File: src/hdl/stl_pkg.sv
`default_nettype none
// -----------------------------------------------------------------------------
// stl_pkg
// Shared widths, types and codes for the script token lexer.
// -----------------------------------------------------------------------------
package stl_pkg;

   localparam int LINE_WIDTH   = 24;
   localparam int COLUMN_WIDTH = 16;
   localparam int TAB_WIDTH    = 4;
   localparam int BYTE_WIDTH   = 8;
   localparam int KIND_WIDTH   = 2;
   localparam int SLOT_COUNT   = 3;

   localparam int QUEUE_DEPTH  = 4;
   localparam int PTR_WIDTH    = $clog2(QUEUE_DEPTH);
   localparam int COUNT_WIDTH  = $clog2(QUEUE_DEPTH + 1);

   typedef logic [LINE_WIDTH-1:0]   line_type;
   typedef logic [COLUMN_WIDTH-1:0] column_type;
   typedef logic [KIND_WIDTH-1:0]   kind_type;
   typedef logic [BYTE_WIDTH-1:0]   byte_type;
   typedef logic [TAB_WIDTH-1:0]    tab_type;

   localparam kind_type KIND_BYTE = 2'd0;
   localparam kind_type KIND_END  = 2'd1;
   localparam kind_type KIND_MARK = 2'd2;

   localparam tab_type TAB_EXTRA_RESET = 4'd3;

   // one result
   typedef struct packed {
      kind_type   kind;
      byte_type   value;
      line_type   line;
      column_type column;
   } slot_type;

   // all results caused by one input byte; count is 1 to 3
   typedef struct packed {
      logic [1:0]               count;
      slot_type [SLOT_COUNT-1:0] slot;
   } packet_type;

   // front to queue
   typedef struct packed {
      logic       push;
      packet_type packet;
   } push_type;

   // queue to back
   typedef struct packed {
      logic       valid;
      packet_type packet;
   } head_type;

endpackage

`default_nettype wire

File: src/hdl/stl_front.sv
`default_nettype none
// -----------------------------------------------------------------------------
// stl_front
// Lexer state machine: classifies each byte and builds its result packet.
// -----------------------------------------------------------------------------
module stl_front (
   input  wire logic                  clock,
   input  wire logic                  reset,
   input  wire logic                  req_valid,
   input  wire stl_pkg::byte_type     req_ch,
   input  wire logic                  queue_full,
   input  wire logic                  csr_valid,
   input  wire stl_pkg::tab_type      csr_tab_extra,
   output stl_pkg::push_type          push_out
);

   localparam logic [2:0] MODE_IDLE     = 3'd0;
   localparam logic [2:0] MODE_QUOTED   = 3'd1;
   localparam logic [2:0] MODE_ESCAPE   = 3'd2;
   localparam logic [2:0] MODE_UNQUOTED = 3'd3;
   localparam logic [2:0] MODE_COMMENT  = 3'd4;

   localparam stl_pkg::byte_type CH_NUL    = 8'h00;
   localparam stl_pkg::byte_type CH_TAB    = 8'h09;
   localparam stl_pkg::byte_type CH_NL     = 8'h0A;
   localparam stl_pkg::byte_type CH_CR     = 8'h0D;
   localparam stl_pkg::byte_type CH_SPACE  = 8'h20;
   localparam stl_pkg::byte_type CH_QUOTE  = 8'h22;
   localparam stl_pkg::byte_type CH_HASH   = 8'h23;
   localparam stl_pkg::byte_type CH_LT     = 8'h3C;
   localparam stl_pkg::byte_type CH_EQ     = 8'h3D;
   localparam stl_pkg::byte_type CH_GT     = 8'h3E;
   localparam stl_pkg::byte_type CH_BSLASH = 8'h5C;
   localparam stl_pkg::byte_type CH_LBRACE = 8'h7B;
   localparam stl_pkg::byte_type CH_RBRACE = 8'h7D;

   function automatic logic is_endline(input stl_pkg::byte_type c);
      return (c == CH_NL) || (c == CH_CR) || (c == CH_NUL);
   endfunction

   function automatic logic is_marker(input stl_pkg::byte_type c);
      return (c == CH_EQ) || (c == CH_GT) || (c == CH_LT) ||
             (c == CH_RBRACE) || (c == CH_LBRACE);
   endfunction

   function automatic logic is_blank(input stl_pkg::byte_type c);
      return (c == CH_TAB) || (c == CH_SPACE) || is_endline(c);
   endfunction

   function automatic logic is_delim(input stl_pkg::byte_type c);
      return is_blank(c) || is_marker(c) || (c == CH_HASH) || (c == CH_QUOTE);
   endfunction

   function automatic stl_pkg::column_type col_sat(input stl_pkg::column_type c,
                                                   input logic [4:0] amt);
      logic [stl_pkg::COLUMN_WIDTH:0] sum;
      sum = {1'b0, c} + {{(stl_pkg::COLUMN_WIDTH-4){1'b0}}, amt};
      return sum[stl_pkg::COLUMN_WIDTH] ? '1 : sum[stl_pkg::COLUMN_WIDTH-1:0];
   endfunction

   function automatic stl_pkg::slot_type mk_slot(input stl_pkg::kind_type k,
                                                 input stl_pkg::byte_type v,
                                                 input stl_pkg::line_type l,
                                                 input stl_pkg::column_type c);
      stl_pkg::slot_type s;
      s.kind   = k;
      s.value  = v;
      s.line   = l;
      s.column = c;
      return s;
   endfunction

   logic [2:0]           mode_ff, mode_in;
   stl_pkg::line_type    line_ff, line_in;
   stl_pkg::column_type  col_ff, col_in;
   stl_pkg::tab_type     tab_ff;

   logic                 accept;
   stl_pkg::line_type    line_inc;
   stl_pkg::column_type  col_p1;

   // effect of the byte when handled in idle mode from the current position
   logic [2:0]           idle_mode;
   stl_pkg::line_type    idle_line;
   stl_pkg::column_type  idle_col;
   logic                 idle_emit;
   stl_pkg::slot_type    idle_slot;

   stl_pkg::packet_type  pkt;

   assign accept   = req_valid && !queue_full;
   assign line_inc = (line_ff == '1) ? line_ff : line_ff + stl_pkg::LINE_WIDTH'(1);
   assign col_p1   = col_sat(col_ff, 5'd1);

   always_comb begin
      idle_mode = MODE_IDLE;
      idle_line = line_ff;
      idle_col  = col_p1;
      idle_emit = 1'b0;
      idle_slot = mk_slot(stl_pkg::KIND_BYTE, req_ch, line_ff, col_p1);
      if (req_ch == CH_QUOTE) begin
         idle_emit = 1'b1;
         idle_mode = MODE_QUOTED;
      end else if (req_ch == CH_HASH) begin
         idle_mode = MODE_COMMENT;
      end else if (is_marker(req_ch)) begin
         idle_emit = 1'b1;
         idle_slot.kind = stl_pkg::KIND_MARK;
      end else if (is_blank(req_ch)) begin
         if (req_ch == CH_NL) begin
            idle_line = line_inc;
            idle_col  = col_sat('0, 5'd1);
         end else if (req_ch == CH_TAB) begin
            idle_col = col_sat(col_ff, {1'b0, tab_ff} + 5'd1);
         end
      end else begin
         idle_emit = 1'b1;
         idle_mode = MODE_UNQUOTED;
      end
   end

   always_comb begin
      mode_in    = mode_ff;
      line_in    = line_ff;
      col_in     = col_ff;
      pkt        = '0;
      unique case (mode_ff)
         MODE_QUOTED: begin
            if (req_ch == CH_BSLASH) begin
               col_in      = col_p1;
               pkt.count   = 2'd1;
               pkt.slot[0] = mk_slot(stl_pkg::KIND_BYTE, req_ch, line_ff, col_p1);
               mode_in     = MODE_ESCAPE;
            end else if (req_ch == CH_QUOTE) begin
               col_in      = col_p1;
               pkt.count   = 2'd2;
               pkt.slot[0] = mk_slot(stl_pkg::KIND_BYTE, req_ch, line_ff, col_p1);
               pkt.slot[1] = mk_slot(stl_pkg::KIND_END, '0, line_ff, col_p1);
               mode_in     = MODE_IDLE;
            end else if (is_endline(req_ch)) begin
               // close the open quote, then handle the byte as idle
               pkt.count   = 2'd2;
               pkt.slot[0] = mk_slot(stl_pkg::KIND_BYTE, CH_QUOTE, line_ff, col_ff);
               pkt.slot[1] = mk_slot(stl_pkg::KIND_END, '0, line_ff, col_ff);
               mode_in     = idle_mode;
               line_in     = idle_line;
               col_in      = idle_col;
            end else begin
               col_in      = col_p1;
               pkt.count   = 2'd1;
               pkt.slot[0] = mk_slot(stl_pkg::KIND_BYTE, req_ch, line_ff, col_p1);
            end
         end
         MODE_ESCAPE: begin
            if (is_endline(req_ch)) begin
               pkt.count   = 2'd3;
               pkt.slot[0] = mk_slot(stl_pkg::KIND_BYTE, CH_QUOTE, line_ff, col_ff);
               pkt.slot[1] = mk_slot(stl_pkg::KIND_BYTE, CH_QUOTE, line_ff, col_ff);
               pkt.slot[2] = mk_slot(stl_pkg::KIND_END, '0, line_ff, col_ff);
               mode_in     = idle_mode;
               line_in     = idle_line;
               col_in      = idle_col;
            end else begin
               col_in      = col_p1;
               pkt.count   = 2'd1;
               pkt.slot[0] = mk_slot(stl_pkg::KIND_BYTE, req_ch, line_ff, col_p1);
               mode_in     = MODE_QUOTED;
            end
         end
         MODE_UNQUOTED: begin
            if (is_delim(req_ch)) begin
               pkt.count   = idle_emit ? 2'd2 : 2'd1;
               pkt.slot[0] = mk_slot(stl_pkg::KIND_END, '0, line_ff, col_ff);
               pkt.slot[1] = idle_slot;
               mode_in     = idle_mode;
               line_in     = idle_line;
               col_in      = idle_col;
            end else begin
               col_in      = col_p1;
               pkt.count   = 2'd1;
               pkt.slot[0] = mk_slot(stl_pkg::KIND_BYTE, req_ch, line_ff, col_p1);
            end
         end
         MODE_COMMENT: begin
            col_in = col_p1;
            if (is_endline(req_ch)) begin
               mode_in = MODE_IDLE;
               if (req_ch == CH_NL) begin
                  line_in = line_inc;
                  col_in  = col_sat('0, 5'd1);
               end
            end
         end
         default: begin
            pkt.count   = idle_emit ? 2'd1 : 2'd0;
            pkt.slot[0] = idle_slot;
            mode_in     = idle_mode;
            line_in     = idle_line;
            col_in      = idle_col;
         end
      endcase
   end

   assign push_out.push   = accept && (pkt.count != 2'd0);
   assign push_out.packet = pkt;

   always_ff @(posedge clock) begin
      if (reset) begin
         mode_ff <= MODE_IDLE;
         line_ff <= stl_pkg::LINE_WIDTH'(1);
         col_ff  <= '0;
         tab_ff  <= stl_pkg::TAB_EXTRA_RESET;
      end else begin
         if (accept) begin
            mode_ff <= mode_in;
            line_ff <= line_in;
            col_ff  <= col_in;
         end
         if (csr_valid) begin
            tab_ff <= csr_tab_extra;
         end
      end
   end

endmodule

`default_nettype wire

File: src/hdl/stl_queue.sv
`default_nettype none
// -----------------------------------------------------------------------------
// stl_queue
// Short packet queue between the lexer front and the result serialiser.
// -----------------------------------------------------------------------------
module stl_queue (
   input  wire logic              clock,
   input  wire logic              reset,
   input  wire stl_pkg::push_type push_in,
   input  wire logic              pop,
   output logic                   full,
   output stl_pkg::head_type      head
);

   stl_pkg::packet_type                entry_ff [stl_pkg::QUEUE_DEPTH];
   logic [stl_pkg::PTR_WIDTH-1:0]      wr_ptr_ff, rd_ptr_ff;
   logic [stl_pkg::COUNT_WIDTH-1:0]    count_ff, count_in;
   logic                               do_pop;

   assign full        = (count_ff == stl_pkg::COUNT_WIDTH'(stl_pkg::QUEUE_DEPTH));
   assign head.valid  = (count_ff != '0);
   assign head.packet = entry_ff[rd_ptr_ff];
   assign do_pop      = pop && head.valid;

   always_comb begin
      count_in = count_ff;
      if (push_in.push && !do_pop) begin
         count_in = count_ff + stl_pkg::COUNT_WIDTH'(1);
      end else if (!push_in.push && do_pop) begin
         count_in = count_ff - stl_pkg::COUNT_WIDTH'(1);
      end
   end

   always_ff @(posedge clock) begin
      if (push_in.push) begin
         entry_ff[wr_ptr_ff] <= push_in.packet;
      end
   end

   always_ff @(posedge clock) begin
      if (reset) begin
         wr_ptr_ff <= '0;
         rd_ptr_ff <= '0;
         count_ff  <= '0;
      end else begin
         if (push_in.push) begin
            wr_ptr_ff <= wr_ptr_ff + stl_pkg::PTR_WIDTH'(1);
         end
         if (do_pop) begin
            rd_ptr_ff <= rd_ptr_ff + stl_pkg::PTR_WIDTH'(1);
         end
         count_ff <= count_in;
      end
   end

endmodule

`default_nettype wire

File: src/hdl/stl_back.sv
`default_nettype none
// -----------------------------------------------------------------------------
// stl_back
// Result serialiser: walks the slots of the head packet into the output register.
// -----------------------------------------------------------------------------
module stl_back (
   input  wire logic              clock,
   input  wire logic              reset,
   input  wire stl_pkg::head_type head,
   output logic                   pop,
   output logic                   rsp_valid,
   input  wire logic              rsp_stall,
   output stl_pkg::kind_type      rsp_kind,
   output stl_pkg::byte_type      rsp_byte_value,
   output stl_pkg::line_type      rsp_line_no,
   output stl_pkg::column_type    rsp_column_no,
   output logic                   rsp_last
);

   logic [1:0]          idx_ff;
   logic                valid_ff;
   stl_pkg::slot_type   slot_ff, cur_slot;
   logic                last_ff, cur_last, load;

   always_comb begin
      case (idx_ff)
         2'd1:    cur_slot = head.packet.slot[1];
         2'd2:    cur_slot = head.packet.slot[2];
         default: cur_slot = head.packet.slot[0];
      endcase
   end

   assign cur_last = (idx_ff == head.packet.count - 2'd1);
   assign load     = !valid_ff || !rsp_stall;
   assign pop      = load && head.valid && cur_last;

   always_ff @(posedge clock) begin
      if (reset) begin
         valid_ff <= 1'b0;
         idx_ff   <= '0;
      end else if (load) begin
         valid_ff <= head.valid;
         if (head.valid) begin
            idx_ff <= cur_last ? 2'd0 : idx_ff + 2'd1;
         end
      end
   end

   always_ff @(posedge clock) begin
      if (load) begin
         slot_ff <= cur_slot;
         last_ff <= cur_last;
      end
   end

   assign rsp_valid      = valid_ff;
   assign rsp_kind       = slot_ff.kind;
   assign rsp_byte_value = slot_ff.value;
   assign rsp_line_no    = slot_ff.line;
   assign rsp_column_no  = slot_ff.column;
   assign rsp_last       = last_ff;

endmodule

`default_nettype wire

File: src/hdl/script_token_lexer.sv
`default_nettype none
// -----------------------------------------------------------------------------
// script_token_lexer
// Byte-serial lexer for key/value script text with line and column tracking.
// -----------------------------------------------------------------------------
// Usage:
//   req_ channel: one source byte per transaction (req_ch), taken at an edge
//   with req_valid high and req_stall low. A zero byte counts as blank and
//   end of line; lexing carries on with later bytes.
//   rsp_ channel: zero to three result transactions per byte (content byte,
//   end of token, marker), each with the line and column at that point;
//   rsp_last marks the final result of a byte.
//   csr_ channel: writes tab_extra (csr_tab_extra); csr_ready is always high.
//   Write it only while the block is idle.
// Flow: one byte is taken every cycle while the queue has room; its packet
//   is written to the packet queue and each result then passes through the
//   single output register of the serialiser before it is on rsp_. A byte's
//   results leave that register one after another; the four-entry packet
//   queue absorbs such bursts first.
// Reset: lexer idle, line 1, column 0, tab_extra 3, queue and output empty.
// Receiver stall: the output holds; the queue fills and then stalls req_.
// -----------------------------------------------------------------------------
module script_token_lexer (
   input  wire logic                 clock,
   input  wire logic                 reset,
   input  wire logic                 req_valid,
   output logic                      req_stall,
   input  wire stl_pkg::byte_type    req_ch,
   output logic                      rsp_valid,
   input  wire logic                 rsp_stall,
   output stl_pkg::kind_type         rsp_kind,
   output stl_pkg::byte_type         rsp_byte_value,
   output stl_pkg::line_type         rsp_line_no,
   output stl_pkg::column_type       rsp_column_no,
   output logic                      rsp_last,
   input  wire logic                 csr_valid,
   output logic                      csr_ready,
   input  wire stl_pkg::tab_type     csr_tab_extra
);

   stl_pkg::push_type   push;
   stl_pkg::head_type   head;
   logic                queue_full;
   logic                pop;

   // hold the source whenever the queue cannot take another packet
   assign req_stall = queue_full;
   assign csr_ready = 1'b1;

   // front: lexer modes, line and column counters, packet build
   stl_front u_front (
      .clock         (clock),
      .reset         (reset),
      .req_valid     (req_valid),
      .req_ch        (req_ch),
      .queue_full    (queue_full),
      .csr_valid     (csr_valid),
      .csr_tab_extra (csr_tab_extra),
      .push_out      (push)
   );

   // decouple the two sides; bytes with no result push nothing
   stl_queue u_queue (
      .clock   (clock),
      .reset   (reset),
      .push_in (push),
      .pop     (pop),
      .full    (queue_full),
      .head    (head)
   );

   // back: serialise each packet, advance slot by slot, drop it after the last
   stl_back u_back (
      .clock          (clock),
      .reset          (reset),
      .head           (head),
      .pop            (pop),
      .rsp_valid      (rsp_valid),
      .rsp_stall      (rsp_stall),
      .rsp_kind       (rsp_kind),
      .rsp_byte_value (rsp_byte_value),
      .rsp_line_no    (rsp_line_no),
      .rsp_column_no  (rsp_column_no),
      .rsp_last       (rsp_last)
   );

endmodule

`default_nettype wire

File: config.mk
export PLATFORM = sky130hd
export DESIGN_NAME = script_token_lexer
export DESIGN_NICKNAME = d
export VERILOG_FILES = /design/src/hdl/stl_pkg.sv /design/src/hdl/stl_front.sv /design/src/hdl/stl_queue.sv /design/src/hdl/stl_back.sv /design/src/hdl/script_token_lexer.sv
export SDC_FILE = /design/constraint.sdc
export NUM_CORES = 1
export LEC_CHECK = 0
export ABC_AREA = 1
export BUFFER_PORTS_ARGS = -buffer_cell sky130_fd_sc_hd__buf_2
export CAP_MARGIN = 20
export CORE_ASPECT_RATIO = 2
export CORE_MARGIN = 3
export CORE_UTILIZATION = 63
export DETAILED_ROUTE_END_ITERATION = 8
export PLACE_DENSITY = 0.91
export SLEW_MARGIN = 20
export SYNTH_ARGS = -nofsm -noshare
export SYNTH_HDL_FRONTEND = slang
export SYNTH_HIERARCHICAL = 1
export SYNTH_SLANG_ARGS = --single-unit
File: constraint.sdc
create_clock -name clock -period 5.7 [get_ports clock]
set_input_delay 0.285 -clock clock [delete_from_list [all_inputs] [get_ports clock]]
set_output_delay 0.285 -clock clock [all_outputs]
set_load 0.01 [all_outputs]
**Word-level counts from Yosys, hierarchy flattened**

Memory sizes are Yosys's and may differ from the RTL's. A register that Yosys moved wholly into a read port is not among the register bits.
Cells that the tools add are included.

- Mux-type cells: 72
- Equality and inequality tests: 26
- Reduce and logical (&&, ||, !) cells: 31
- Add/subtract/negate cells: 10

Operators by type and width:

| cell | count |
|---|---|
| 2-to-1 mux 24 bit | 11 |
| 2-to-1 mux 16 bit | 14 |
| 2-to-1 mux 50 bit | 4 |
| one-hot mux 50 bit (4 select lines) | 1 |
| one-hot mux 50 bit (3 select lines) | 1 |
| 2-to-1 mux 100 bit | 1 |
| one-hot mux 50 bit (2 select lines) | 1 |
| 2-to-1 mux 99 bit | 1 |
| 2-to-1 mux 49 bit | 2 |
| one-hot mux 24 bit (4 select lines) | 1 |
| one-hot mux 16 bit (4 select lines) | 1 |
| == test 8 x 6 -> 1 bit (second input constant) | 6 |
| 2-to-1 mux 48 bit | 1 |
| 2-to-1 mux 3 bit | 11 |
| 2-to-1 mux 2 bit | 13 |
| adder 24 x 1 -> 24 bit (second input constant) | 1 |
| == test 24 bit (second input constant) | 1 |
| == test 8 x 4 -> 1 bit (second input constant) | 3 |
| == test 8 x 7 -> 1 bit (second input constant) | 3 |
| adder 16 x 1 -> 17 bit (second input constant) | 1 |
| adder 16 x 5 -> 17 bit | 1 |
| logical OR 1 bit | 12 |
| one-hot mux 3 bit (4 select lines) | 1 |
| zero test 8 bit | 1 |
| 23 further kinds | 46 |

- Input port bits: 17
- Logic and storage cells: 154
- Bits in registers: 108
- Memories kept: 1
- RAM bits: 608
- Output and inout bits: 54

Memories:

| name | words | bits a word | rd ports | clocked after Yosys merged registers in | wr ports | RTL line | text |
|---|---|---|---|---|---|---|---|
| u_queue.entry_ff | 4 | 152 | 1 | 1 | 1 | stl_queue.sv:15 | `stl_pkg::packet_type entry_ff [stl_pkg::QUEUE_DEPTH];` |

**Depth between registers and ports, before layout**

Gate-level depths: netlist of the first run.

- Depth in word-level cells: 17
- Depth in mapped cells: 23
- Mapped depth without buffers: 23

**Hierarchy**

The synthesis of the first run kept the hierarchy.

By module, submodules not included:

| module | sequential area each (µm²) | times used | cells an instance | area an instance (µm²) |
|---|---|---|---|---|
| stl_queue | 18437.7 | 1 | 1533 | 23791.6 |
| stl_front | 940.9 | 1 | 1088 | 6000.8 |
| stl_back | 1591.5 | 1 | 304 | 3111.7 |
| script_token_lexer | 0.0 | 1 | 2 | 11.3 |

**Worst setup path after synthesis of the first run**

Ideal clock, no wire load.

- Path type: in2reg
- Start: in req_ch[6]
- End: mem u_queue/entry_ff[0][0] (netlist bit), enable pin
- Arrival time: 4.646 ns
- Slack: 0.549 ns
- Data required time: 5.195 ns
- Stages on the path: 13
- Path through: nor2_1 -> nand3_2 -> nor3_4 -> nor2_2 -> inv_2 -> buf_4 -> nor2_1 -> o21ai_0 -> nand3b_1 -> nand2_1 -> inv_1 -> nand2_1 -> inv_1

RTL lines:

| what | RTL line | text |
|---|---|---|
| from (decl) | script_token_lexer.sv:28 | `input wire stl_pkg::byte_type req_ch,` |
| to (decl) | stl_queue.sv:15 |  |

==> results of run 1 <==
## critical path: stages, from the launching register on
cell                      delay (ns)
sky130_fd_sc_hd__dfxtp_1        0.36
sky130_fd_sc_hd__inv_1          0.12
sky130_fd_sc_hd__nand3_1        0.42
sky130_fd_sc_hd__inv_1          0.61
sky130_fd_sc_hd__nand2_2        0.23
sky130_fd_sc_hd__buf_4          0.69
sky130_fd_sc_hd__inv_1          0.30
sky130_fd_sc_hd__nor3_1         0.74
sky130_fd_sc_hd__nor3_1         0.21
## flip-flops by register name, indices dropped and copies added (netlist names), named ones only
signal / cells
u_queue/entry_ff: 608
u_back/rsp_line_no: 24
u_front/line_ff: 24
u_back/rsp_column_no: 16
u_front/col_ff: 16
u_back/rsp_byte_value: 8
u_front/tab_ff: 4
u_front/mode_ff: 3
u_queue/count_ff: 3
u_back/idx_ff: 2
u_back/rsp_kind: 2
u_queue/rd_ptr_ff: 2
u_queue/wr_ptr_ff: 2
u_back/rsp_last: 1
u_back/rsp_valid: 1
## through the flow
step	area, um2	hold slack [ns]	cells
6_report	35400	0.0460	3628
5_1_grt	35400	0.107	3628
4_1_cts	35300	0.0280	3626
3_5_place_dp	33500	0.466	3513
3_3_place_gp	33500	0.454	3513
2_1_floorplan	32900	0.354	2936
## per-layer routing
| layer | global-route usage [%] | vias up | share of wire (%) |
|---|---|---|---|
| met2 | 57.7 | 1943 | 51 |
| li1 | - | 10500 | - |
| met1 | 37.2 | 11600 | 30 |
| met3 | 5.20 | 535 | 9.7 |
| met4 | 25.7 | 0 | 8.9 |
| met5 | 0 | - | 0 |
## layout make-up
cell class	instances	area (um2)	share of cell area, %
clock buffers	73	1510	4.26
clock inverters	32	258	0.729
inverters	138	556	1.57
multi-input cells	1890	10200	29.0
flip-flops and latches	718	21000	59.3
well taps	654	818	2.31
repair buffers	123	991	2.80
## power by group through the flow
stage                     registers (uW)  logic, uW  clock network (uW)
after floorplan                     7720       4090                   0
after global placement              7600       5640                   0
after detailed placement            7660       5860                   0
after CTS                           7570       5960                3850
after global routing                7650       6510                4060
final                               7590       6140                3860
## synth_stat cells (2+ instances only)
cell                         n
sky130_fd_sc_hd__nand3_1   106
sky130_fd_sc_hd__nor3_4      3
sky130_fd_sc_hd__nand2_1   311
sky130_fd_sc_hd__xor2_1     26
sky130_fd_sc_hd__o221ai_1    3
sky130_fd_sc_hd__nor3b_1     2
sky130_fd_sc_hd__nand4_1    30
sky130_fd_sc_hd__clkinv_1    3
sky130_fd_sc_hd__nor2_1    444
sky130_fd_sc_hd__clkbuf_1   73
sky130_fd_sc_hd__o211ai_1   18
sky130_fd_sc_hd__o21ai_1    66
sky130_fd_sc_hd__buf_4      33
sky130_fd_sc_hd__edfxtp_1  659
sky130_fd_sc_hd__buf_12      8
sky130_fd_sc_hd__inv_2      14
sky130_fd_sc_hd__nor4_1      7
sky130_fd_sc_hd__nand2_2    13
sky130_fd_sc_hd__nand3b_1    3
sky130_fd_sc_hd__nand3_2     5
sky130_fd_sc_hd__dfxtp_1    59
sky130_fd_sc_hd__nor3_1     43
sky130_fd_sc_hd__ha_1       13
sky130_fd_sc_hd__a21oi_2    63
sky130_fd_sc_hd__nand2_4     2
sky130_fd_sc_hd__xnor2_1     2
sky130_fd_sc_hd__conb_1      2
sky130_fd_sc_hd__a21oi_1   134
sky130_fd_sc_hd__o21ai_0   333
sky130_fd_sc_hd__o22ai_1   102
sky130_fd_sc_hd__buf_1       2
sky130_fd_sc_hd__inv_1     118
sky130_fd_sc_hd__buf_2      49
sky130_fd_sc_hd__nand3_4     2
sky130_fd_sc_hd__buf_6      25
sky130_fd_sc_hd__o22ai_2    60
sky130_fd_sc_hd__nor2_4     62
sky130_fd_sc_hd__nor2_2     15
sky130_fd_sc_hd__fa_1        2
## final timing paths
kind | from | endpoint | slack, ns | cells after the start
max | u_front/mode_ff[0] | u_queue/entry_ff[0][151] | 1.69 | 8
min | csr_valid | u_front/tab_ff[2] | 0.05 | 3
max reg2reg | u_front/mode_ff[0] | u_queue/entry_ff[0][151] | 1.69 | 8
min reg2reg | u_front/line_ff[21] | u_front/line_ff[21] | 0.49 | 2
## cells by family (layout without fill, tap and decap cells)
family,after synthesis,count (layout),share of synthesized area [%]
compound gates,782,782,14.6
buf+inv,328,366,5.31
flops,718,718,63.7
fa+ha+maj,15,15,0.616
xor+xnor,28,28,0.745
simple gates,1054,1054,15.0
other cells,2,11,0.0228
## repair_timing
item                                    CTS  global route
endpoints found under the setup margin    0             0
hold buffers                              8             0
endpoints found under the hold margin     4             0
==> impl_metrics.xml, run 1 <==
<?xml version="1.0" encoding="UTF-8"?>
<metrics>
  <group name="final_layout">
    <metric name="syn2layout_area_growth" unit="%">7.40</metric>
    <metric name="layout-drive-gt1-share" unit="%">15.3</metric>
    <metric name="layout_commonest_cell" unit="">sky130_fd_sc_hd__edfxtp_1</metric>
    <metric name="post-route-util" unit="%">69.0</metric>
    <metric name="number_of_filler_cells_placed_in_the_layout" unit="">3369</metric>
    <metric name="mostFrequentLayoutCells" unit="">sky130_fd_sc_hd__edfxtp_1, sky130_fd_sc_hd__nor2_1, sky130_fd_sc_hd__o21ai_0, sky130_fd_sc_hd__nand2_1, sky130_fd_sc_hd__a21oi_1</metric>
    <metric name="num_antenna_cells" unit="">0</metric>
    <metric name="num-nets-final" unit="">2959</metric>
  </group>
  <group name="placement">
    <metric name="detailedPlace.worstSlack" unit="ns">1.85</metric>
    <metric name="dp_hpwl" unit="mm">57.0</metric>
    <metric name="port_buffers" unit="">69</metric>
    <metric name="placer_congestion_estimate" unit="">1.06</metric>
  </group>
  <group name="synthesis">
    <metric name="synth_top_area_share" unit="%">60.1</metric>
    <metric name="synth.ff_latch_count" unit="">718</metric>
    <metric name="synth_edf_count" unit="">659</metric>
    <metric name="synth-warning-count" unit="">6</metric>
    <metric name="most_used_flip_flop_cell_after_synthesis" unit="">sky130_fd_sc_hd__edfxtp_1</metric>
    <metric name="synthesis.instances" unit="">2927</metric>
    <metric name="synth_top_area_cell" unit="">sky130_fd_sc_hd__edfxtp_1</metric>
    <metric name="register_area_share_after_synthesis" unit="%">63.7</metric>
    <metric name="synth.avg_cell_area" unit="um2">11.2</metric>
    <metric name="ys_top_cells_by_area" unit="">sky130_fd_sc_hd__edfxtp_1, sky130_fd_sc_hd__nor2_1, sky130_fd_sc_hd__o21ai_0, sky130_fd_sc_hd__dfxtp_1, sky130_fd_sc_hd__nand2_1</metric>
    <metric name="ys_async_sr_fraction" unit="%">0</metric>
    <metric name="netlist-cell-type-count" unit="">51</metric>
    <metric name="synth.cell_area" unit="um2">32900</metric>
  </group>
  <group name="clock_network">
    <metric name="post-cts-setup-buffer-count" unit="">0</metric>
    <metric name="numCtsBuffers" unit="">56</metric>
    <metric name="clock_insertion_delay_worst_skew" unit="ns">0.63</metric>
    <metric name="post_cts.resized_instances" unit="">0</metric>
    <metric name="clock_tree.buffer_depth" unit="">3</metric>
    <metric name="worst_setup_hold_path_clk_slew" unit="ns">0.08</metric>
    <metric name="cts.sinks" unit="">718</metric>
    <metric name="cts.root.buffer_cell" unit="">sky130_fd_sc_hd__clkbuf_16</metric>
    <metric name="htree_levels" unit="">2</metric>
    <metric name="tritoncts" unit="">built</metric>
  </group>
  <group name="worst_setup_path">
    <metric name="timing_worst_setup_path_type" unit="">flip-flop to flip-flop</metric>
    <metric name="crit_path_start_kind" unit="">flip-flop</metric>
    <metric name="worst_ep_required_time" unit="ns">6.00</metric>
    <metric name="timing.critical_path.fanout_max" unit="">46</metric>
    <metric name="arrival" unit="ns">4.31</metric>
    <metric name="crit_path_end_kind" unit="">flip-flop</metric>
  </group>
  <group name="sta">
    <metric name="final_critical_path_setup_slack" unit="ns">1.69</metric>
    <metric name="maxSlewViolCount" unit="">0</metric>
    <metric name="finalCriticalPeriod" unit="ns">4.01</metric>
    <metric name="tightestPinTransition" unit="ns">1.14</metric>
    <metric name="setup_tns" unit="ns">0</metric>
    <metric name="finalSetupViolCount" unit="">0</metric>
    <metric name="fmaxAchievable" unit="MHz">249</metric>
    <metric name="clock-skew-final" unit="ns">0.0228</metric>
    <metric name="final_min_period_over_clock_period" unit="%">70.4</metric>
    <metric name="rsz_0062_raised_after_global_routing" unit="">no</metric>
    <metric name="slew-limit-headroom" unit="%">23.9</metric>
    <metric name="finalHoldViolCount" unit="">0</metric>
  </group>
  <group name="global_route">
    <metric name="grt_pass1_wl" unit="mm">142</metric>
    <metric name="antenna_violations_before_repair" unit="">0</metric>
    <metric name="overflow" unit="">0</metric>
    <metric name="grt_max_degree" unit="">194</metric>
    <metric name="first_global_vias" unit="">24700</metric>
    <metric name="grt_total_usage" unit="%">33.5</metric>
  </group>
  <group name="die">
    <metric name="floorplan.core_area" unit="um2">51200</metric>
    <metric name="floorplan.rows" unit="">117</metric>
    <metric name="io_pins" unit="">71</metric>
    <metric name="die_w" unit="um">168</metric>
    <metric name="starting_density_of_the_core" unit="%">64.2</metric>
    <metric name="design.die.area" unit="um2">55200</metric>
    <metric name="die_y" unit="um">329</metric>
  </group>
  <group name="outcome">
    <metric name="result_of_the_run" unit="">complete, no violations</metric>
  </group>
  <group name="drt">
    <metric name="routedWlPerCell" unit="um">26.1</metric>
    <metric name="remaining_number_of_nets_flagged_by_the_antenna_check_after_routing" unit="">0</metric>
    <metric name="drt_pre_antenna_iters" unit="">6</metric>
    <metric name="num_vias" unit="">24500</metric>
    <metric name="detailedRoute.firstIterationViolations" unit="">3743</metric>
    <metric name="vias_per_cell" unit="">6.76</metric>
    <metric name="remaining_drc_errors" unit="">0</metric>
    <metric name="postRouteWirelength" unit="mm">94.6</metric>
  </group>
  <group name="pwr">
    <metric name="p_int" unit="uW">10900</metric>
    <metric name="switchingPower" unit="uW">6720</metric>
    <metric name="power.clock.fraction" unit="%">21.9</metric>
    <metric name="cellPowerDensity" unit="nW/um2">497</metric>
    <metric name="worst_ir_drop_vdd" unit="mV">0.314</metric>
    <metric name="p_leak" unit="uW">0.0125</metric>
    <metric name="share_seq_of_total_power" unit="%">43.1</metric>
    <metric name="overall_power" unit="uW">17600</metric>
    <metric name="netSwitchingFraction" unit="%">38.2</metric>
    <metric name="combPwrFrac" unit="%">34.9</metric>
  </group>
  <group name="run">
    <metric name="drv.max_cap_violation_count" unit="">0</metric>
  </group>
  <group name="min_path">
    <metric name="hold_path.class" unit="">input port to flip-flop</metric>
  </group>
</metrics>
Power figures use the tool's default switching activity.
==> run 2: changes to the inputs <==
--- a/config.mk
+++ b/config.mk
@@ -5,7 +5,7 @@
 export SDC_FILE = /design/constraint.sdc
 export NUM_CORES = 1
 export LEC_CHECK = 0
-export ABC_AREA = 1
+export ABC_AREA = 0
 export BUFFER_PORTS_ARGS = -buffer_cell sky130_fd_sc_hd__buf_2
 export CAP_MARGIN = 20
 export CORE_ASPECT_RATIO = 2
==> constraint.sdc (replaced) <==
create_clock -name clock -period 4 [get_ports clock]
set_input_delay 0.2 -clock clock [delete_from_list [all_inputs] [get_ports clock]]
set_output_delay 0.2 -clock clock [all_outputs]
set_load 0.01 [all_outputs]
==> run 2 against run 1 <==
Effect of this change:
- cell count is 27% lower
- routed wire length is 16% lower
- combinational power is 6.7% lower
- highest routed layer unchanged
==> impl_metrics.xml, run 2 <==
<?xml version="1.0" encoding="UTF-8"?>
<metrics>
  <group name="final_layout">
    <metric name="syn2layout_area_growth" unit="%">11.2</metric>
    <metric name="flip_flop_count_of_the_largest_register_all_copies_and_words_added" unit="">608</metric>
    <metric name="post_layout_nonfiller_instances" unit="">2639</metric>
    <metric name="layout-drive-gt1-share" unit="%">20.9</metric>
    <metric name="mostFrequentLayoutCells" unit="">sky130_fd_sc_hd__edfxtp_1, sky130_fd_sc_hd__mux4_2, sky130_fd_sc_hd__nand2_1, sky130_fd_sc_hd__o21ai_0, sky130_fd_sc_hd__nor2_1</metric>
    <metric name="largest_register" unit="">u_queue/entry_ff</metric>
    <metric name="number_of_filler_cells_placed_in_the_layout" unit="">2803</metric>
    <metric name="final_cell_area" unit="um2">33700</metric>
    <metric name="layout_commonest_cell" unit="">sky130_fd_sc_hd__edfxtp_1</metric>
    <metric name="num-nets-final" unit="">1993</metric>
  </group>
  <group name="clock_network">
    <metric name="clock_insertion_delay_worst_skew" unit="ns">0.63</metric>
    <metric name="cts.root.buffer_cell" unit="">sky130_fd_sc_hd__clkbuf_16</metric>
    <metric name="cts.hold.buffers_added" unit="">14</metric>
    <metric name="clock_tree.buffer_depth" unit="">3</metric>
    <metric name="post-cts-setup-buffer-count" unit="">0</metric>
    <metric name="post_cts.resized_instances" unit="">0</metric>
    <metric name="worst_setup_hold_path_clk_slew" unit="ns">0.07</metric>
    <metric name="numCtsBuffers" unit="">54</metric>
    <metric name="htree_levels" unit="">2</metric>
    <metric name="tritoncts" unit="">built</metric>
    <metric name="cts.sinks" unit="">718</metric>
  </group>
  <group name="sta">
    <metric name="fmaxAchievable" unit="MHz">291</metric>
    <metric name="tightestPinTransition" unit="ns">1.17</metric>
    <metric name="worst_hold_slack" unit="ns">0.0723</metric>
    <metric name="clock-skew-final" unit="ns">0.0366</metric>
    <metric name="final_critical_path_setup_slack" unit="ns">0.560</metric>
    <metric name="final_min_period_over_clock_period" unit="%">86.0</metric>
    <metric name="maxSlewViolCount" unit="">0</metric>
    <metric name="finalHoldViolCount" unit="">0</metric>
    <metric name="finalSetupViolCount" unit="">0</metric>
    <metric name="finalCriticalPeriod" unit="ns">3.44</metric>
    <metric name="rsz_0062_raised_after_global_routing" unit="">no</metric>
    <metric name="slew-limit-headroom" unit="%">21.7</metric>
  </group>
  <group name="worst_setup_path">
    <metric name="arrival" unit="ns">3.79</metric>
    <metric name="crit_path_start_kind" unit="">flip-flop</metric>
    <metric name="timing_worst_setup_path_type" unit="">flip-flop to flip-flop</metric>
    <metric name="worst_ep_required_time" unit="ns">4.35</metric>
    <metric name="timing.critical_path.fanout_max" unit="">14</metric>
    <metric name="crit_path_end_kind" unit="">flip-flop</metric>
  </group>
  <group name="synthesis">
    <metric name="yosysMostFrequentCell" unit="">sky130_fd_sc_hd__edfxtp_1</metric>
    <metric name="synth.avg_cell_area" unit="um2">16.2</metric>
    <metric name="netlist-cell-type-count" unit="">81</metric>
    <metric name="ys_top_cells_by_area" unit="">sky130_fd_sc_hd__edfxtp_1, sky130_fd_sc_hd__mux4_2, sky130_fd_sc_hd__dfxtp_1, sky130_fd_sc_hd__o21ai_0, sky130_fd_sc_hd__nand2_1</metric>
    <metric name="synth-warning-count" unit="">6</metric>
    <metric name="synthesis.instances" unit="">1864</metric>
    <metric name="synth_top_area_share" unit="%">65.4</metric>
    <metric name="synth.ff_latch_count" unit="">718</metric>
    <metric name="synth.cell_area" unit="um2">30300</metric>
    <metric name="synth_edf_count" unit="">659</metric>
    <metric name="most_used_flip_flop_cell_after_synthesis" unit="">sky130_fd_sc_hd__edfxtp_1</metric>
    <metric name="synth_top_area_cell" unit="">sky130_fd_sc_hd__edfxtp_1</metric>
    <metric name="ys_async_sr_fraction" unit="%">0</metric>
    <metric name="ys_top_cells_by_count" unit="">sky130_fd_sc_hd__edfxtp_1, sky130_fd_sc_hd__mux4_2, sky130_fd_sc_hd__nand2_1</metric>
    <metric name="register_area_share_after_synthesis" unit="%">69.3</metric>
  </group>
  <group name="die">
    <metric name="die_y" unit="um">316</metric>
    <metric name="design.die.area" unit="um2">50900</metric>
    <metric name="starting_density_of_the_core" unit="%">63.7</metric>
    <metric name="floorplan.core_area" unit="um2">47500</metric>
    <metric name="die_w" unit="um">161</metric>
    <metric name="io_pins" unit="">71</metric>
    <metric name="floorplan.rows" unit="">113</metric>
  </group>
  <group name="pwr">
    <metric name="power.clock.fraction" unit="%">26.7</metric>
    <metric name="combPwrFrac" unit="%">26.2</metric>
    <metric name="p_leak" unit="uW">0.0113</metric>
    <metric name="worst_ir_drop_vdd" unit="mV">0.552</metric>
    <metric name="share_seq_of_total_power" unit="%">47.2</metric>
    <metric name="switchingPower" unit="uW">6590</metric>
    <metric name="p_int" unit="uW">15300</metric>
    <metric name="overall_power" unit="uW">21900</metric>
    <metric name="cellPowerDensity" unit="nW/um2">650</metric>
    <metric name="netSwitchingFraction" unit="%">30.1</metric>
  </group>
  <group name="min_path">
    <metric name="hold_path.class" unit="">input port to flip-flop</metric>
  </group>
  <group name="global_route">
    <metric name="antenna_violations_before_repair" unit="">1</metric>
    <metric name="grt_max_degree" unit="">143</metric>
    <metric name="first_global_vias" unit="">19000</metric>
    <metric name="grt_total_usage" unit="%">31.5</metric>
    <metric name="overflow" unit="">0</metric>
    <metric name="grt_pass1_wl" unit="mm">119</metric>
  </group>
  <group name="drt">
    <metric name="vias_per_cell" unit="">6.95</metric>
    <metric name="routedWlPerCell" unit="um">30.1</metric>
    <metric name="postRouteWirelength" unit="mm">79.5</metric>
    <metric name="remaining_drc_errors" unit="">0</metric>
    <metric name="num_vias" unit="">18400</metric>
    <metric name="detailedRoute.firstIterationViolations" unit="">2238</metric>
    <metric name="remaining_number_of_nets_flagged_by_the_antenna_check_after_routing" unit="">0</metric>
    <metric name="drt_pre_antenna_iters" unit="">6</metric>
  </group>
  <group name="placement">
    <metric name="port_buffers" unit="">69</metric>
    <metric name="placement.cell_area" unit="um2">31600</metric>
    <metric name="place.detailed.instances" unit="">2523</metric>
    <metric name="dp_hpwl" unit="mm">48.4</metric>
    <metric name="detailedPlace.worstSlack" unit="ns">0.499</metric>
    <metric name="placer_congestion_estimate" unit="">0.969</metric>
  </group>
  <group name="outcome">
    <metric name="result_of_the_run" unit="">complete, no violations</metric>
  </group>
  <group name="run">
    <metric name="drv.max_cap_violation_count" unit="">0</metric>
  </group>
</metrics>
[run 2: changes by cell type after synthesis, sizes merged, moves of 49 or more]
cell / delta
nor2: -435
o21ai: -290
nand2: -198
o22ai: -157
mux4: +152
a21oi: -138
inv: -115
nand3: -85
and2: +63
a22oi: +57
buf: -49
[run 2: cells by family after synthesis]
logic type	share of synthesized area (%)
adder cells (fa/ha/maj)	0.669
other	0.0248
AND/OR/NAND/NOR	7.52
multiplexers	11.8
flip-flops	69.3
AO/OA/AOI/OAI	7.24
XOR/XNOR	1.01
buffers and inverters	2.46
[run 2: worst max-delay path, cell delays in order (launching register included)]
cell,delay (ns)
sky130_fd_sc_hd__dfxtp_1,0.62
sky130_fd_sc_hd__nor3b_1,0.36
sky130_fd_sc_hd__o21ai_1,0.22
sky130_fd_sc_hd__buf_4,0.23
sky130_fd_sc_hd__o21ai_1,0.48
sky130_fd_sc_hd__nand2_1,0.32
sky130_fd_sc_hd__nand2_1,0.49
sky130_fd_sc_hd__o21ai_0,0.21
sky130_fd_sc_hd__o21ai_0,0.23
[run 2: path summary, 6_finish.rpt]
check,cells after the start,endpoint,from,slack [ns]
min,3,u_queue/entry_ff[3][95],req_ch[5],0.07
max reg2reg,8,u_queue/entry_ff[3][12],u_front/mode_ff[0],0.56
max,8,u_queue/entry_ff[3][12],u_front/mode_ff[0],0.56
min reg2reg,2,u_queue/rd_ptr_ff[0],u_queue/rd_ptr_ff[0],0.54
[run 2: layer usage]
| layer | wire length [um] | track usage, % |
|---|---|---|
| met3 | 6280 | 4.30 |
| met1 | 25200 | 36.5 |
| met4 | 6050 | 19.4 |
| met2 | 42000 | 55.8 |
| met5 | 0 | 0 |
[run 2: cell type report]
cell class | count | area (um2) | area share (%)
Timing Repair Buffer | 161 | 1260 | 3.74
Antenna cell | 1 | 2.50 | 0.00743
Clock buffer | 64 | 1420 | 4.22
Inverter | 20 | 75.1 | 0.223
Sequential cell | 718 | 21000 | 62.3
Tap cell | 632 | 791 | 2.35
Clock inverter | 37 | 490 | 1.46
Multi-Input combinational cell | 1006 | 8650 | 25.7
[run 2: stage by stage]
stage / utilization (%) / setup TNS [ns]
6_report: 70.9 / 0
5_1_grt: 70.9 / 0
4_1_cts: 70.8 / 0
3_5_place_dp: 66.5 / 0
3_3_place_gp: 66.5 / 0
2_1_floorplan: - / -293.44
[run 2: power by group through the flow]
stage | Sequential (uW) | Clock [uW] | Combinational [uW]
floorplan | 10500 | 0 | 3560
global placement | 10300 | 0 | 5430
detailed placement | 10400 | 0 | 5590
CTS | 10300 | 5880 | 5710
global route | 10400 | 6140 | 6080
finish | 10300 | 5840 | 5730
